--- config.mk ---
export PLATFORM = sky130hd
export DESIGN_NAME = backtrack_level_rollback_flat
export DESIGN_NICKNAME = d
export VERILOG_FILES = /design/src/hw/rtl/blr_pkg.sv /design/src/hw/rtl/blr_in_if.sv /design/src/hw/rtl/blr_out_if.sv /design/src/hw/rtl/blr_level_store.sv /design/src/hw/rtl/backtrack_level_rollback.sv /design/src/flat_wrapper.sv
export SDC_FILE = /design/constraint.sdc
export NUM_CORES = 1
export LEC_CHECK = 0
export BUFFER_PORTS_ARGS = -buffer_cell sky130_fd_sc_hd__buf_4
export CORE_UTILIZATION = 45
export DETAILED_ROUTE_END_ITERATION = 7
export HOLD_SLACK_MARGIN = 0.12
export MAX_ROUTING_LAYER = met4
export SLEW_MARGIN = 20
export SYNTH_ARGS = -nofsm -noshare
export SYNTH_HDL_FRONTEND = slang
export SYNTH_HIERARCHICAL = 1
export SYNTH_SLANG_ARGS = --single-unit
--- constraint.sdc ---
create_clock -name clk -period 6.66 [get_ports clk]
set_input_delay 1.332 -clock clk [delete_from_list [all_inputs] [get_ports clk]]
set_output_delay 1.332 -clock clk [all_outputs]
set_load 0.02 [all_outputs]
--- src/hw/rtl/blr_pkg.sv ---
package blr_pkg;

  // Fixed field widths of the item formats.
  localparam int LEVEL_W = 4;
  localparam int KIND_W  = 2;
  localparam int COUNT_W = 5;
  localparam int MASK_W  = 16;

  // Defaults for the top-level parameters.
  localparam int DEF_MAX_LEVELS = 16;
  localparam int DEF_INDEX_BITS = 20;

  typedef enum logic [KIND_W-1:0] {
    KIND_LOAD    = 2'd0,
    KIND_ATTEMPT = 2'd1,
    KIND_CHECK   = 2'd2
  } kind_t;

  // Write enables of the level store.
  typedef struct packed {
    logic bnd_we;
    logic att_we;
  } mem_ctl_t;

endpackage

--- src/hw/rtl/blr_in_if.sv ---
interface blr_in_if #(
  parameter int INDEX_BITS = blr_pkg::DEF_INDEX_BITS
);
  logic                                 valid;
  logic                                 ready;
  logic [blr_pkg::KIND_W-1:0]           kind;
  logic [blr_pkg::LEVEL_W-1:0]          level;
  logic signed [INDEX_BITS:0]           cand_index;
  logic [INDEX_BITS-1:0]                low_bound;
  logic [INDEX_BITS:0]                  high_bound;

  modport source (output valid, kind, level, cand_index, low_bound, high_bound,
                  input ready);
  modport sink (input valid, kind, level, cand_index, low_bound, high_bound,
                output ready);
endinterface

--- src/hw/rtl/blr_out_if.sv ---
interface blr_out_if;
  logic                          valid;
  logic                          ready;
  logic                          all_done;
  logic [blr_pkg::COUNT_W-1:0]   rollback_cnt;
  logic [blr_pkg::MASK_W-1:0]    completed_mask;

  modport source (output valid, all_done, rollback_cnt, completed_mask,
                  input ready);
  modport sink (input valid, all_done, rollback_cnt, completed_mask,
                output ready);
endinterface

--- src/hw/rtl/blr_level_store.sv ---
module blr_level_store #(
  parameter int MAX_LEVELS = blr_pkg::DEF_MAX_LEVELS,
  parameter int INDEX_BITS = blr_pkg::DEF_INDEX_BITS,
  parameter int AW         = (MAX_LEVELS > 1) ? $clog2(MAX_LEVELS) : 1
) (
  input  logic                  clk,
  input  blr_pkg::mem_ctl_t     ctl,
  input  logic [AW-1:0]         wr_addr,
  input  logic [AW-1:0]         rd_addr,
  input  logic [INDEX_BITS:0]   wr_att,
  input  logic [INDEX_BITS-1:0] wr_low,
  input  logic [INDEX_BITS:0]   wr_high,
  output logic [INDEX_BITS:0]   rd_att,
  output logic [INDEX_BITS-1:0] rd_low,
  output logic [INDEX_BITS:0]   rd_high
);
  import blr_pkg::*;

  localparam int IW = INDEX_BITS + 1;
  localparam int BW = INDEX_BITS + IW;

  // Last attempted index per level, and the {high, low} bounds per level.
  logic [IW-1:0] att_mem [MAX_LEVELS];
  logic [BW-1:0] bnd_mem [MAX_LEVELS];
  logic [BW-1:0] bnd_q;

  always_ff @(posedge clk) begin
    if (ctl.att_we) begin
      att_mem[wr_addr] <= wr_att;
    end
    if (ctl.bnd_we) begin
      bnd_mem[wr_addr] <= {wr_high, wr_low};
    end
    rd_att <= att_mem[rd_addr];
    bnd_q  <= bnd_mem[rd_addr];
  end

  assign rd_low  = bnd_q[INDEX_BITS-1:0];
  assign rd_high = bnd_q[BW-1:INDEX_BITS];

endmodule

--- src/hw/rtl/backtrack_level_rollback.sv ---
// Backtracking level rollback keeps the control state of a depth-first search
// whose levels each run over their own candidate range, much like an odometer.
// A load item stores the range [low_bound, high_bound) of one level and primes
// its last attempted index to low_bound - 1 (level 0 is primed to low_bound and
// also returns the current level to 0). An attempt item records the candidate
// index tried at a level and makes that level current. A check item walks from
// the current level down toward level 0; every level whose last attempt equals
// high_bound - 1 is reported in completed_mask and reprimed, and the walk stops
// at the first level that still has candidates left. Only check items produce a
// result item. Load and attempt items leave the block idle. A check is accepted,
// then walks the levels (the walk reads one level a cycle from the level store,
// whose read data is registered), then places its result; a result that is not
// yet taken holds a finishing check until the output register frees. Loads or
// attempts at levels at or beyond MAX_LEVELS, and items of kind 3, are dropped.
// The store comes out of reset unwritten: a check must not reach a level that
// was never loaded or attempted.
module backtrack_level_rollback #(
  parameter int MAX_LEVELS = blr_pkg::DEF_MAX_LEVELS,
  parameter int INDEX_BITS = blr_pkg::DEF_INDEX_BITS
) (
  input  logic      clk,
  input  logic      rst_n,
  blr_in_if.sink    in_chan,
  blr_out_if.source out_chan
);
  import blr_pkg::*;

  localparam int AW = (MAX_LEVELS > 1) ? $clog2(MAX_LEVELS) : 1;
  localparam int IW = INDEX_BITS + 1;
  localparam int XW = IW + 1;

  typedef enum logic [1:0] {
    S_IDLE,
    S_WALK,
    S_DONE
  } state_t;

  state_t               state_r;
  logic [LEVEL_W-1:0]   cur_level_r;
  logic [LEVEL_W-1:0]   walk_lvl_r;
  logic [COUNT_W-1:0]   count_r;
  logic [MASK_W-1:0]    mask_r;

  logic                 out_valid_r;
  logic                 out_done_r;
  logic [COUNT_W-1:0]   out_count_r;
  logic [MASK_W-1:0]    out_mask_r;

  mem_ctl_t             mem_ctl;
  logic [AW-1:0]        wr_addr;
  logic [AW-1:0]        rd_addr;
  logic [IW-1:0]        wr_att;
  logic [IW-1:0]        rd_att;
  logic [INDEX_BITS-1:0] rd_low;
  logic [IW-1:0]        rd_high;

  logic                 accept;
  logic                 lvl_ok;
  logic [IW-1:0]        low_ext;
  logic [IW-1:0]        rd_low_m1;
  logic                 level_finished;
  logic                 out_free;

  // The block takes items only between checks.
  assign in_chan.ready = (state_r == S_IDLE);
  assign accept        = in_chan.valid && in_chan.ready;
  assign lvl_ok        = (32'(in_chan.level) < MAX_LEVELS);
  assign low_ext       = {1'b0, in_chan.low_bound};
  assign rd_low_m1     = {1'b0, rd_low} - IW'(1);

  // A level is finished when its last attempt sits on its last candidate.
  // The compare runs one bit wider than the store, with the attempt sign
  // extended and the high bound zero extended, so an empty range matches -1
  // while a high bound above the index range matches no attempt at all.
  assign level_finished = ({rd_att[IW-1], rd_att} == ({1'b0, rd_high} - XW'(1)));

  assign out_free = !out_valid_r || out_chan.ready;

  // Store port control. While idle the write port serves load and attempt
  // items and the read port keeps looking at the current level, so a check
  // finds that level's data ready in the cycle after it is accepted. During
  // the walk the write port reprimes the level just examined while the read
  // port already fetches the level below; the two never address one entry.
  always_comb begin
    mem_ctl = '0;
    wr_addr = AW'(in_chan.level);
    rd_addr = AW'(cur_level_r);
    wr_att  = $unsigned(in_chan.cand_index);
    case (state_r)
      S_IDLE: begin
        if (accept && lvl_ok) begin
          case (in_chan.kind)
            KIND_LOAD: begin
              mem_ctl.bnd_we = 1'b1;
              mem_ctl.att_we = 1'b1;
              wr_att = (in_chan.level == '0) ? low_ext : (low_ext - IW'(1));
            end
            KIND_ATTEMPT: begin
              mem_ctl.att_we = 1'b1;
            end
            default: begin
            end
          endcase
        end
      end
      S_WALK: begin
        wr_addr        = AW'(walk_lvl_r);
        rd_addr        = AW'(walk_lvl_r - LEVEL_W'(1));
        wr_att         = rd_low_m1;
        mem_ctl.att_we = level_finished;
      end
      default: begin
      end
    endcase
  end

  blr_level_store #(
    .MAX_LEVELS (MAX_LEVELS),
    .INDEX_BITS (INDEX_BITS),
    .AW         (AW)
  ) u_store (
    .clk     (clk),
    .ctl     (mem_ctl),
    .wr_addr (wr_addr),
    .rd_addr (rd_addr),
    .wr_att  (wr_att),
    .wr_low  (in_chan.low_bound),
    .wr_high (in_chan.high_bound),
    .rd_att  (rd_att),
    .rd_low  (rd_low),
    .rd_high (rd_high)
  );

  // Sequencer: current level, the walk over the levels and the result register.
  always_ff @(posedge clk) begin
    if (!rst_n) begin
      state_r     <= S_IDLE;
      cur_level_r <= '0;
      out_valid_r <= 1'b0;
    end else begin
      // The result register empties when its item is taken, unless the
      // finishing check refills it in the same cycle.
      if (out_valid_r && out_chan.ready && state_r != S_DONE) begin
        out_valid_r <= 1'b0;
      end
      unique case (state_r)
        S_IDLE: begin
          if (accept) begin
            case (in_chan.kind)
              KIND_LOAD: begin
                if (lvl_ok && in_chan.level == '0) begin
                  cur_level_r <= '0;
                end
              end
              KIND_ATTEMPT: begin
                if (lvl_ok) begin
                  cur_level_r <= in_chan.level;
                end
              end
              KIND_CHECK: begin
                state_r    <= S_WALK;
                walk_lvl_r <= cur_level_r;
                count_r    <= '0;
                mask_r     <= '0;
              end
              default: begin
              end
            endcase
          end
        end
        S_WALK: begin
          if (level_finished) begin
            count_r    <= count_r + COUNT_W'(1);
            mask_r     <= mask_r | (MASK_W'(1) << walk_lvl_r);
            walk_lvl_r <= walk_lvl_r - LEVEL_W'(1);
            if (walk_lvl_r == '0) begin
              state_r <= S_DONE;
            end
          end else begin
            state_r <= S_DONE;
          end
        end
        S_DONE: begin
          if (out_free) begin
            out_valid_r <= 1'b1;
            out_done_r  <= (count_r == (COUNT_W'(cur_level_r) + COUNT_W'(1)));
            out_count_r <= count_r;
            out_mask_r  <= mask_r;
            state_r     <= S_IDLE;
          end
        end
        default: begin
          state_r <= S_IDLE;
        end
      endcase
    end
  end

  assign out_chan.valid          = out_valid_r;
  assign out_chan.all_done       = out_done_r;
  assign out_chan.rollback_cnt   = out_count_r;
  assign out_chan.completed_mask = out_mask_r;

endmodule

--- src/flat_wrapper.sv ---
// flat-port wrapper written by rule: the top's interface ports become plain ports
module backtrack_level_rollback_flat import blr_pkg::*;
#(
  parameter int MAX_LEVELS = blr_pkg::DEF_MAX_LEVELS,
  parameter int INDEX_BITS = blr_pkg::DEF_INDEX_BITS
)
  (clk, rst_n, in_chan_valid, in_chan_kind, in_chan_level, in_chan_cand_index, in_chan_low_bound, in_chan_high_bound, in_chan_ready, out_chan_valid, out_chan_all_done, out_chan_rollback_cnt, out_chan_completed_mask, out_chan_ready);
  blr_in_if #(.INDEX_BITS(INDEX_BITS)) in_chan_i ();
  blr_out_if out_chan_i ();
  input  logic clk;
  input  logic rst_n;
  input wire logic [$bits(in_chan_i.valid)-1:0] in_chan_valid;
  input wire logic [$bits(in_chan_i.kind)-1:0] in_chan_kind;
  input wire logic [$bits(in_chan_i.level)-1:0] in_chan_level;
  input wire logic [$bits(in_chan_i.cand_index)-1:0] in_chan_cand_index;
  input wire logic [$bits(in_chan_i.low_bound)-1:0] in_chan_low_bound;
  input wire logic [$bits(in_chan_i.high_bound)-1:0] in_chan_high_bound;
  output wire logic [$bits(in_chan_i.ready)-1:0] in_chan_ready;
  output wire logic [$bits(out_chan_i.valid)-1:0] out_chan_valid;
  output wire logic [$bits(out_chan_i.all_done)-1:0] out_chan_all_done;
  output wire logic [$bits(out_chan_i.rollback_cnt)-1:0] out_chan_rollback_cnt;
  output wire logic [$bits(out_chan_i.completed_mask)-1:0] out_chan_completed_mask;
  input wire logic [$bits(out_chan_i.ready)-1:0] out_chan_ready;
  assign in_chan_i.valid = in_chan_valid;
  assign in_chan_i.kind = in_chan_kind;
  assign in_chan_i.level = in_chan_level;
  assign in_chan_i.cand_index = in_chan_cand_index;
  assign in_chan_i.low_bound = in_chan_low_bound;
  assign in_chan_i.high_bound = in_chan_high_bound;
  assign in_chan_ready = in_chan_i.ready;
  assign out_chan_valid = out_chan_i.valid;
  assign out_chan_all_done = out_chan_i.all_done;
  assign out_chan_rollback_cnt = out_chan_i.rollback_cnt;
  assign out_chan_completed_mask = out_chan_i.completed_mask;
  assign out_chan_i.ready = out_chan_ready;
  backtrack_level_rollback #(.MAX_LEVELS(MAX_LEVELS), .INDEX_BITS(INDEX_BITS)) u_core (.clk(clk), .rst_n(rst_n), .in_chan(in_chan_i), .out_chan(out_chan_i));
endmodule
# --- After elaboration in Yosys (flattened, before gate mapping) ---
# Memories as Yosys holds them, arrays and structs flattened. A register that Yosys moved wholly into a read port is not among the register bits.
# Cells that the tools add are included.
op_classes:
  add_sub_neg: 6
  eq_ne: 13
  n_shift: 1
  muxes: 38
  bitwise: 1
  n_reduce_logical: 16
ops:
  columns: ["operator", "count"]
  rows:
  - ["two-way mux 21 bit", 3]
  - ["two-way mux 16 bit", 3]
  - ["case mux 21 bit (2 select lines)", 1]
  - ["subtractor 20 x 1 -> 21 bit (second input constant)", 2]
  - ["case mux 16 bit (2 select lines)", 1]
  - ["two-way mux 4 bit", 6]
  - ["== test 22 bit", 1]
  - ["subtractor 21 x 1 -> 22 bit (second input constant)", 1]
  - ["OR 16 bit", 1]
  - ["case mux 4 bit (2 select lines)", 2]
  - ["left shift 1 x 4 -> 16 bit (first input constant)", 1]
  - ["two-way mux 5 bit", 3]
  - ["two-way mux 2 bit", 6]
  - ["two-way mux 1 bit", 10]
  - ["case mux 5 bit (2 select lines)", 1]
  - ["zero test 4 bit", 2]
  - ["AND reduction 4 bit", 2]
  - ["inequality test 2 x 1 -> 1 bit (second input constant)", 3]
  - ["inequality test 2 bit (second input constant)", 3]
  - ["case mux 2 bit (3 select lines)", 1]
  - ["adder 4 x 1 -> 5 bit (second input constant)", 1]
  - ["adder 5 x 1 -> 5 bit (second input constant)", 1]
  - ["== test 5 bit", 1]
  - ["AND reduction 5 bit", 1]
  - ["other kinds (12)", 18]
totals:
  reg_bits: 54
  ram_bits: 992
  input_bits: 72
  output_inout_bits: 24
  mem_count: 2
memory_table:
  columns: ["name", "depth", "width", "read_ports", "rd_ports_with_merged_regs", "wr", "line", "rtl"]
  rows:
  - ["u_core.u_store.bnd_mem", 16, 41, 1, 1, 1, "blr_level_store.sv:24", "logic [BW-1:0] bnd_mem [MAX_LEVELS];"]
  - ["u_core.u_store.att_mem", 16, 21, 1, 1, 1, "blr_level_store.sv:23", "logic [IW-1:0] att_mem [MAX_LEVELS];"]

# --- Logic depth before layout (Yosys ltp) ---
# Gate-level depths: netlist (run 1).
logic_depth:
  depth_word: 7
  depth_mapped: 11
  depth_no_buf: 10

# --- Cells and area by module ---
# Netlist (run 1), hierarchy kept.
modules_own_cells:
  columns: ["mod", "instances", "cells_each", "area_each_um2"]
  rows:
  - ["blr_level_store", 1, 1622, 38458.1]
  - ["backtrack_level_rollback", 1, 465, 4225.3]

# --- Worst setup path after synthesis (run 1) ---
# Ideal clock, no wire load.
synth_path:
  kind: "input -> register"
  startpoint: "input in_chan_kind[1]"
  endpoint: "memory u_core/u_store/bnd_mem[0][0] (netlist name), enable pin"
  arrival_ps: 4612
  required_time_ps: 6221
  setup_slack_ps: 1608
  path_stages: 6
  path_buffers: 1
  cell_sequence: "nor4b_2 > nand2b_1 > inv_1 > buf_1 > or3b_2 > nor2_1"
synth_lines:
  columns: ["element", "line", "rtl"]
  rows:
  - ["start: declaration", "flat_wrapper.sv:13", "input wire logic [$bits(in_chan_i.kind)-1:0] in_chan_kind;"]
  - ["end: declaration", "blr_level_store.sv:24", null]

==> results.json, run 1 <==
{
  "synth.area.mux_share": 0.1313,
  "grt_pass1_vias": 21498,
  "cts_inserted_buffers": 110,
  "ys_warn_count": 6,
  "syn_area_mm2": 0.04268,
  "pwr-share-clk": 0.425,
  "rrSetupSlack_ns": 2.11,
  "area.growth.synth_to_final_pct": 14.48,
  "grt_pass1_wl_mm": 146.6,
  "drc_errors": 0,
  "synthArstFlopShare": 0,
  "cts_setup_buffers": 0,
  "hp-class": "reg2reg",
  "synth_top_cell_by_area": "edfxtp_1",
  "setup_tns_ns": 0,
  "place_area_mm2": 0.04521,
  "ant_nets": 0,
  "r2r-end": "u_core/u_store/att_mem[12][13]",
  "clock_path_buffers": 3,
  "hold_viol": 0,
  "cp_cell_sequence": "inv_1 > ha_1 > or3b_2 > nor4_4 > o2111ai_1 > a22oi_1 > nand4_1 > o21bai_1 > nand3_1 > nor2_2 > buf_4",
  "syn_inst": 2087,
  "cts_resized": 0,
  "netlist.area_leader.share": 0.7310,
  "rows": 112,
  "synth-xor-area-share": 0.01252,
  "crit_type": "reg2reg",
  "worstPathMaxFanout": 11,
  "peakVddDrop_mv": 0.2229,
  "nets": 2333,
  "routed_wirelength_mm": 99.84,
  "clock_latency_ns": 0.71,
  "yosysMostFrequentCell": "edfxtp_1",
  "maxCapViolations": 0,
  "max_freq_mhz": 219.9,
  "status": "completed",
  "synth-simple-area-share": 0.03606,
  "grt_max_degree": 109,
  "die_height_um": 310.0,
  "drv_slew": 0,
  "routedWlPerCell_um": 27.74,
  "clk_pin_slew_ns": 0.06,
  "period_share": 0.6828,
  "crit_family": "simple AND/OR/NAND/NOR gates",
  "synthesis.nets": 2170,
  "seq_area_mm2": 0.03258,
  "drive_gt1_frac": 0.2695,
  "power.switching_mw": 3.071,
  "synth_edf_count": 1039,
  "n_fill_cell": 7438,
  "layout_min_cycle_time_ns": 4.548,
  "drt_pass1_iterations": 7,
  "cellPowerDensity_mw_per_mm2": 297.1,
  "cp.arrival_ns": 4.94,
  "rsz0062_at_grt": "no",
  "initial_core_util": 0.4560,
  "skew_ns": 0.03265,
  "core_mm2": 0.09361,
  "netlist_top_cells_count": "edfxtp_1, mux4_2, a22oi_1",
  "sequentialPowerShare": 0.534,
  "cts_sinks": 1108,
  "whs_path_depth": 0,
  "setup_violations": 0,
  "dieArea_mm2": 0.09609,
  "switching_share": 0.2116,
  "num_vias": 21210,
  "ys_seq_elements": 1108,
  "via_per_inst": 5.893,
  "cts-root-buf": "clkbuf_16",
  "grtUsageTotal": 0.2174,
  "ctsHoldBuffers": 0,
  "ios": 96,
  "synth-adder-area-share": 0.003224,
  "antenna_found_initial": 5,
  "cts_tree": "done",
  "ys.flop_type": "edfxtp_1",
  "dp_hpwl_mm": 60.85,
  "reg2regPathDepth": 11,
  "crit_path_top_delay_cell": "nor2_2",
  "start_kind": "register",
  "synth_top_family_by_area": "multiplexers",
  "worstPathRequired_ns": 7.05,
  "netlist_top_cells_area": "edfxtp_1, mux4_2, dfxtp_1",
  "min_to": "u_core/out_chan.completed_mask[1]",
  "synth_cell_types": 66,
  "synth_compound_area_frac": 0.03913,
  "cpPeakStageDelay_ns": 0.74,
  "n_antenna_cell": 0,
  "path_buf_inv": 2,
  "p_int_mw": 11.44,
  "io_buffers": 95,
  "die_w_um": 310.0,
  "drtIter0Drc": 2120,
  "grt_overflow_total": 0,
  "hp-start": "u_core/mask_r[1]",
  "multi_input_area_mm2": 0.009772,
  "p_leak_nw": 15.11,
  "place.gp.congestion": 0.8953,
  "ys_seq_area_frac": 0.7633,
  "critPathCaptureType": "register",
  "worst_pin_slew_ns": 1.110,
  "syn-mean-instance-area_um2": 20.45,
  "design_area_mm2": 0.04886,
  "timing.slew.headroom": 0.2599,
  "r2r-start": "u_core/u_store/bnd_q[20]",
  "h-tree-depth": 3,
  "power_frac_comb": 0.042
}
[cells by family after synthesis]
group           count (synthesis)
mux                           250
fa+ha+maj                      11
buf+inv                       122
flops                        1108
xor+xnor                       61
compound gates                234
simple gates                  301
[power groups by stage]
stage	registers, mW	clock network (mW)	logic [mW]
floorplan	7.88	0	0.322
global placement	7.89	0	0.589
detailed placement	7.89	0	0.605
CTS	7.75	6.29	0.607
global route	7.75	6.54	0.645
finish	7.75	6.16	0.604
[final cells by class]
class	count	area share
Clock buffer	149	0.06138
Timing Repair Buffer	157	0.02591
Clock inverter	58	0.01257
Tap cell	1254	0.03211
Multi-Input combinational cell	857	0.2000
Inverter	16	0.001229
Sequential cell	1108	0.6668
[per-layer routing]
layer	wire (um)	GRT usage	vias to the layer above
met5	0	-	-
met4	2177	0.05407	0
met3	6408	0.03344	147
met2	49120	0.3411	767
met1	42140	0.3006	11288
li1	-	-	9008
[state kept, by name, summed over array words and instances (netlist names), 2 cells and up]
| name | flops |
|---|---|
| u_core/u_store/rd_att | 21 |
| u_core/u_store/bnd_q | 41 |
| u_core/out_chan.completed_mask | 16 |
| u_core/state_r | 2 |
| u_core/u_store/att_mem | 336 |
| u_core/mask_r | 16 |
| u_core/out_chan.rollback_cnt | 5 |
| u_core/cur_level_r | 4 |
| u_core/count_r | 5 |
| u_core/u_store/bnd_mem | 656 |
| u_core/walk_lvl_r | 4 |
[through the flow]
step | setup slack [ns] | total power, mW | hold WS (ns) | cells | utilization
4_1_cts | 2.090 | 14.65 | 0.4548 | 3598 | 0.5216
5_1_grt | 1.885 | 14.93 | 0.4656 | 3599 | 0.5220
6_report | 2.112 | 14.52 | 0.4537 | 3599 | 0.5220
3_3_place_gp | 1.712 | 8.480 | 0.4477 | 3391 | 0.4826
3_5_place_dp | 1.571 | 8.499 | 0.4385 | 3391 | 0.4830
2_1_floorplan | 1.608 | 8.200 | 0.4270 | 2087 | -
[worst register-to-register path, delay by kind of cell (launching register included)]
family,cells,cell delay (ns)
simple gates,5,2.42
compound gates,3,0.83
fa+ha+maj,1,0.21
buf+inv,2,0.43
flops,1,0.36
[layout by cell type, fill, tap and decap left out, types with 4 or more instances in the layout]
master	Yosys	layout
edfxtp_1	1039	1039
mux4_2	248	248
buf_4	3	150
a22oi_1	137	137
clkbuf_16	0	110
nand2_1	90	90
dfxtp_1	69	69
nor2_1	81	48
xnor2_1	36	36
clkbuf_1	52	29
xor2_1	25	25
a21oi_1	28	25
nor2_4	0	24
clkinv_2	0	22
nor3_1	20	20
inv_1	16	16
nor4_1	16	16
clkinv_1	0	15
nand2b_1	15	15
o21ai_0	20	15
nand3b_1	11	11
ha_1	11	11
clkbuf_8	0	10
bufinv_16	0	9
nand4_1	9	9
nor2_2	0	9
or4_1	8	8
o22a_1	8	8
nand3_1	8	8
buf_12	0	7
inv_16	0	6
or3_1	5	5
o21ai_1	1	5
or2_2	4	4
o31ai_1	5	4
[worst max-delay path by stage]
stage | startpoint | slack, ns | depth (start not counted) | to
after floorplan | in_chan_kind[1] | 1.61 | 6 | u_core/u_store/bnd_mem[0][0]
after CTS | u_core/u_store/bnd_q[20] | 2.09 | 11 | u_core/u_store/att_mem[12][10]
after global placement | in_chan_kind[1] | 1.71 | 8 | u_core/u_store/bnd_mem[0][39]
after detailed placement | in_chan_kind[1] | 1.57 | 9 | u_core/u_store/att_mem[1][12]
final | u_core/u_store/bnd_q[20] | 2.11 | 11 | u_core/u_store/att_mem[12][13]
after global routing | u_core/u_store/bnd_q[20] | 1.88 | 11 | u_core/u_store/att_mem[12][4]
Power figures use the tool's default switching activity.
==> run 2: changes to the inputs <==
==> constraint.sdc (replaced) <==
create_clock -name clk -period 3.9 [get_ports clk]
set_input_delay 0.78 -clock clk [delete_from_list [all_inputs] [get_ports clk]]
set_output_delay 0.78 -clock clk [all_outputs]
set_load 0.02 [all_outputs]
==> results.json, run 2 (synthesis gave the netlist of run 1 again) <==
{
  "final_common_cell": "edfxtp_1",
  "routed_wirelength_mm": 99.83,
  "nets": 2385,
  "cp.arrival_ns": 4.09,
  "cpMostUsedCell": "buf_4",
  "p_total_mw": 25.45,
  "setup_violations": 0,
  "whs_path_depth": 1,
  "p_leak_nw": 15.60,
  "fin_util": 0.5335,
  "place.gp.congestion": 0.8713,
  "hold_viol": 0,
  "worstPathRequired_ns": 4.29,
  "start_kind": "register",
  "antenna_found_initial": 4,
  "maxCapViolations": 0,
  "grt_pass1_vias": 21723,
  "layout_min_cycle_time_ns": 3.704,
  "cellPowerDensity_mw_per_mm2": 509.7,
  "drc_errors": 0,
  "core_mm2": 0.09361,
  "ios": 96,
  "max_freq_mhz": 270.0,
  "crit_family": "simple AND/OR/NAND/NOR gates",
  "dp_hpwl_mm": 61.10,
  "cts_setup_buffers": 0,
  "grt_overflow_total": 0,
  "cts_inserted_buffers": 110,
  "io_buffers": 95,
  "largest_reg_flops": 656,
  "top_regs": "u_core/u_store/bnd_mem x656, u_core/u_store/att_mem x336, u_core/u_store/bnd_q x41",
  "drv_slew": 0,
  "grtUsageTotal": 0.2187,
  "cpPeakStageDelay_ns": 0.52,
  "drt_pass1_iterations": 5,
  "crit_type": "reg2reg",
  "peakVddDrop_mv": 0.3458,
  "hp-class": "in2reg",
  "via_per_inst": 5.806,
  "die_w_um": 310.0,
  "path_buf_inv": 2,
  "clock_latency_ns": 0.71,
  "hp-start": "in_chan_high_bound[16]",
  "status": "completed",
  "cts_tree": "done",
  "initial_core_util": 0.4560,
  "critPathCaptureType": "register",
  "cts-root-buf": "clkbuf_16",
  "final_cell_mix": "edfxtp_1, mux4_2, buf_4, a22oi_1, clkbuf_16",
  "h-tree-depth": 3,
  "clk_pin_slew_ns": 0.06,
  "drtIter0Drc": 2145,
  "timing.slew.headroom": 0.4361,
  "stdcell_count": 3655,
  "num_vias": 21221,
  "min_to": "u_core/u_store/bnd_mem[3][36]",
  "rsz0062_at_grt": "no",
  "die_height_um": 310.0,
  "skew_ns": 0.03677,
  "clock_path_buffers": 3,
  "rrSetupSlack_ns": 0.20,
  "worstPathMaxFanout": 8,
  "design_area_mm2": 0.04994,
  "grt_pass1_wl_mm": 148.2,
  "reg2regPathDepth": 10,
  "drive_gt1_frac": 0.2886,
  "period_share": 0.9498,
  "top_register": "u_core/u_store/bnd_mem",
  "routedWlPerCell_um": 27.31,
  "crit_path_top_delay_cell": "or4_1",
  "dieArea_mm2": 0.09609,
  "ant_nets": 0,
  "r2r-start": "u_core/u_store/bnd_q[31]",
  "worst_pin_slew_ns": 0.8426,
  "dpl.cell_count": 3444,
  "cp_cell_sequence": "or3_4 > or4_1 > a2111oi_0 > a2bb2oi_1 > nand4_1 > o21bai_1 > buf_4 > or3b_2 > nor2_2 > buf_4",
  "area.growth.synth_to_final_pct": 17.01,
  "place_area_mm2": 0.04604,
  "r2r-end": "u_core/u_store/att_mem[3][2]",
  "cts_sinks": 1108,
  "rows": 112,
  "grt_max_degree": 79
}
run 2: cell count changes in the layout (fill, tap and decap cells not counted), moves of 3 or more:
cell / previous run / this run
buf_12: 7 / 43
buf_4: 150 / 166
bufinv_16: 9 / 17
clkbuf_1: 29 / 22
clkbuf_16: 110 / 115
clkinvlp_4: 2 / 6
diode_2: 0 / 3
inv_16: 6 / 3
nor2_2: 9 / 16
nor2_4: 24 / 17
run 2: worst max-delay path by stage:
stage | start | end | slack (ns) | cells past startpoint
2_1_floorplan | in_chan_kind[1] | u_core/u_store/bnd_mem[0][0] | -0.60 | 6
3_3_place_gp | u_core/u_store/bnd_q[20] | u_core/u_store/att_mem[3][3] | 0.05 | 12
3_5_place_dp | u_core/u_store/bnd_q[20] | u_core/u_store/att_mem[3][3] | 0.08 | 12
4_1_cts | u_core/u_store/bnd_q[20] | u_core/u_store/att_mem[3][2] | 0.06 | 12
5_1_grt | u_core/u_store/bnd_q[31] | u_core/u_store/att_mem[3][2] | 0.01 | 10
6_report | u_core/u_store/bnd_q[31] | u_core/u_store/att_mem[3][2] | 0.20 | 10
run 2: worst reg2reg max path: cells and delay by family, from the launching register on:
family | cells | cell delay (ns)
simple gates | 5 | 1.85
buf+inv | 2 | 0.37
compound gates | 3 | 0.84
flops | 1 | 0.35
run 2: what timing repair did:
action,4_1_cts,5_1_grt
endpoints found under the setup margin,0,84
gates resized for setup,0,3
hold buffers,0,0
run 2: final cells by class:
class | instances | area (um^2)
fill | 7281 | 43670
sequential | 1108 | 32580
multi-input combinational | 857 | 9732
clock buffer | 147 | 3098
timing repair buffer | 209 | 2107
tap | 1254 | 1569
clock inverter | 61 | 789.5
inverter | 16 | 60.06
antenna | 3 | 7.507
run 2: per-layer routing:
layer	up-vias	GRT usage	share of wire
li1	9119	-	-
met1	11338	0.3041	0.43
met2	641	0.3420	0.49
met3	123	0.03167	0.059
met4	0	0.05522	0.018
met5	-	-	0
run 2: through the flow:
step           hold slack [ns]  TNS, ns  setup WS [ns]
5_1_grt                 0.3625        0        0.01323
4_1_cts                 0.3374        0        0.06432
6_report                0.3755        0         0.1958
2_1_floorplan           0.4270  -190.66        -0.5996
3_5_place_dp            0.4431        0        0.08163
3_3_place_gp            0.4519        0        0.04513
run 2: power breakdown:
group | switching [mW] | total (mW) | leakage, nW | internal [mW]
clock network | 4.47 | 11.2 | 1.90 | 6.72
logic | 0.647 | 1.04 | 3.76 | 0.392
registers | 0.0797 | 13.2 | 9.94 | 13.1
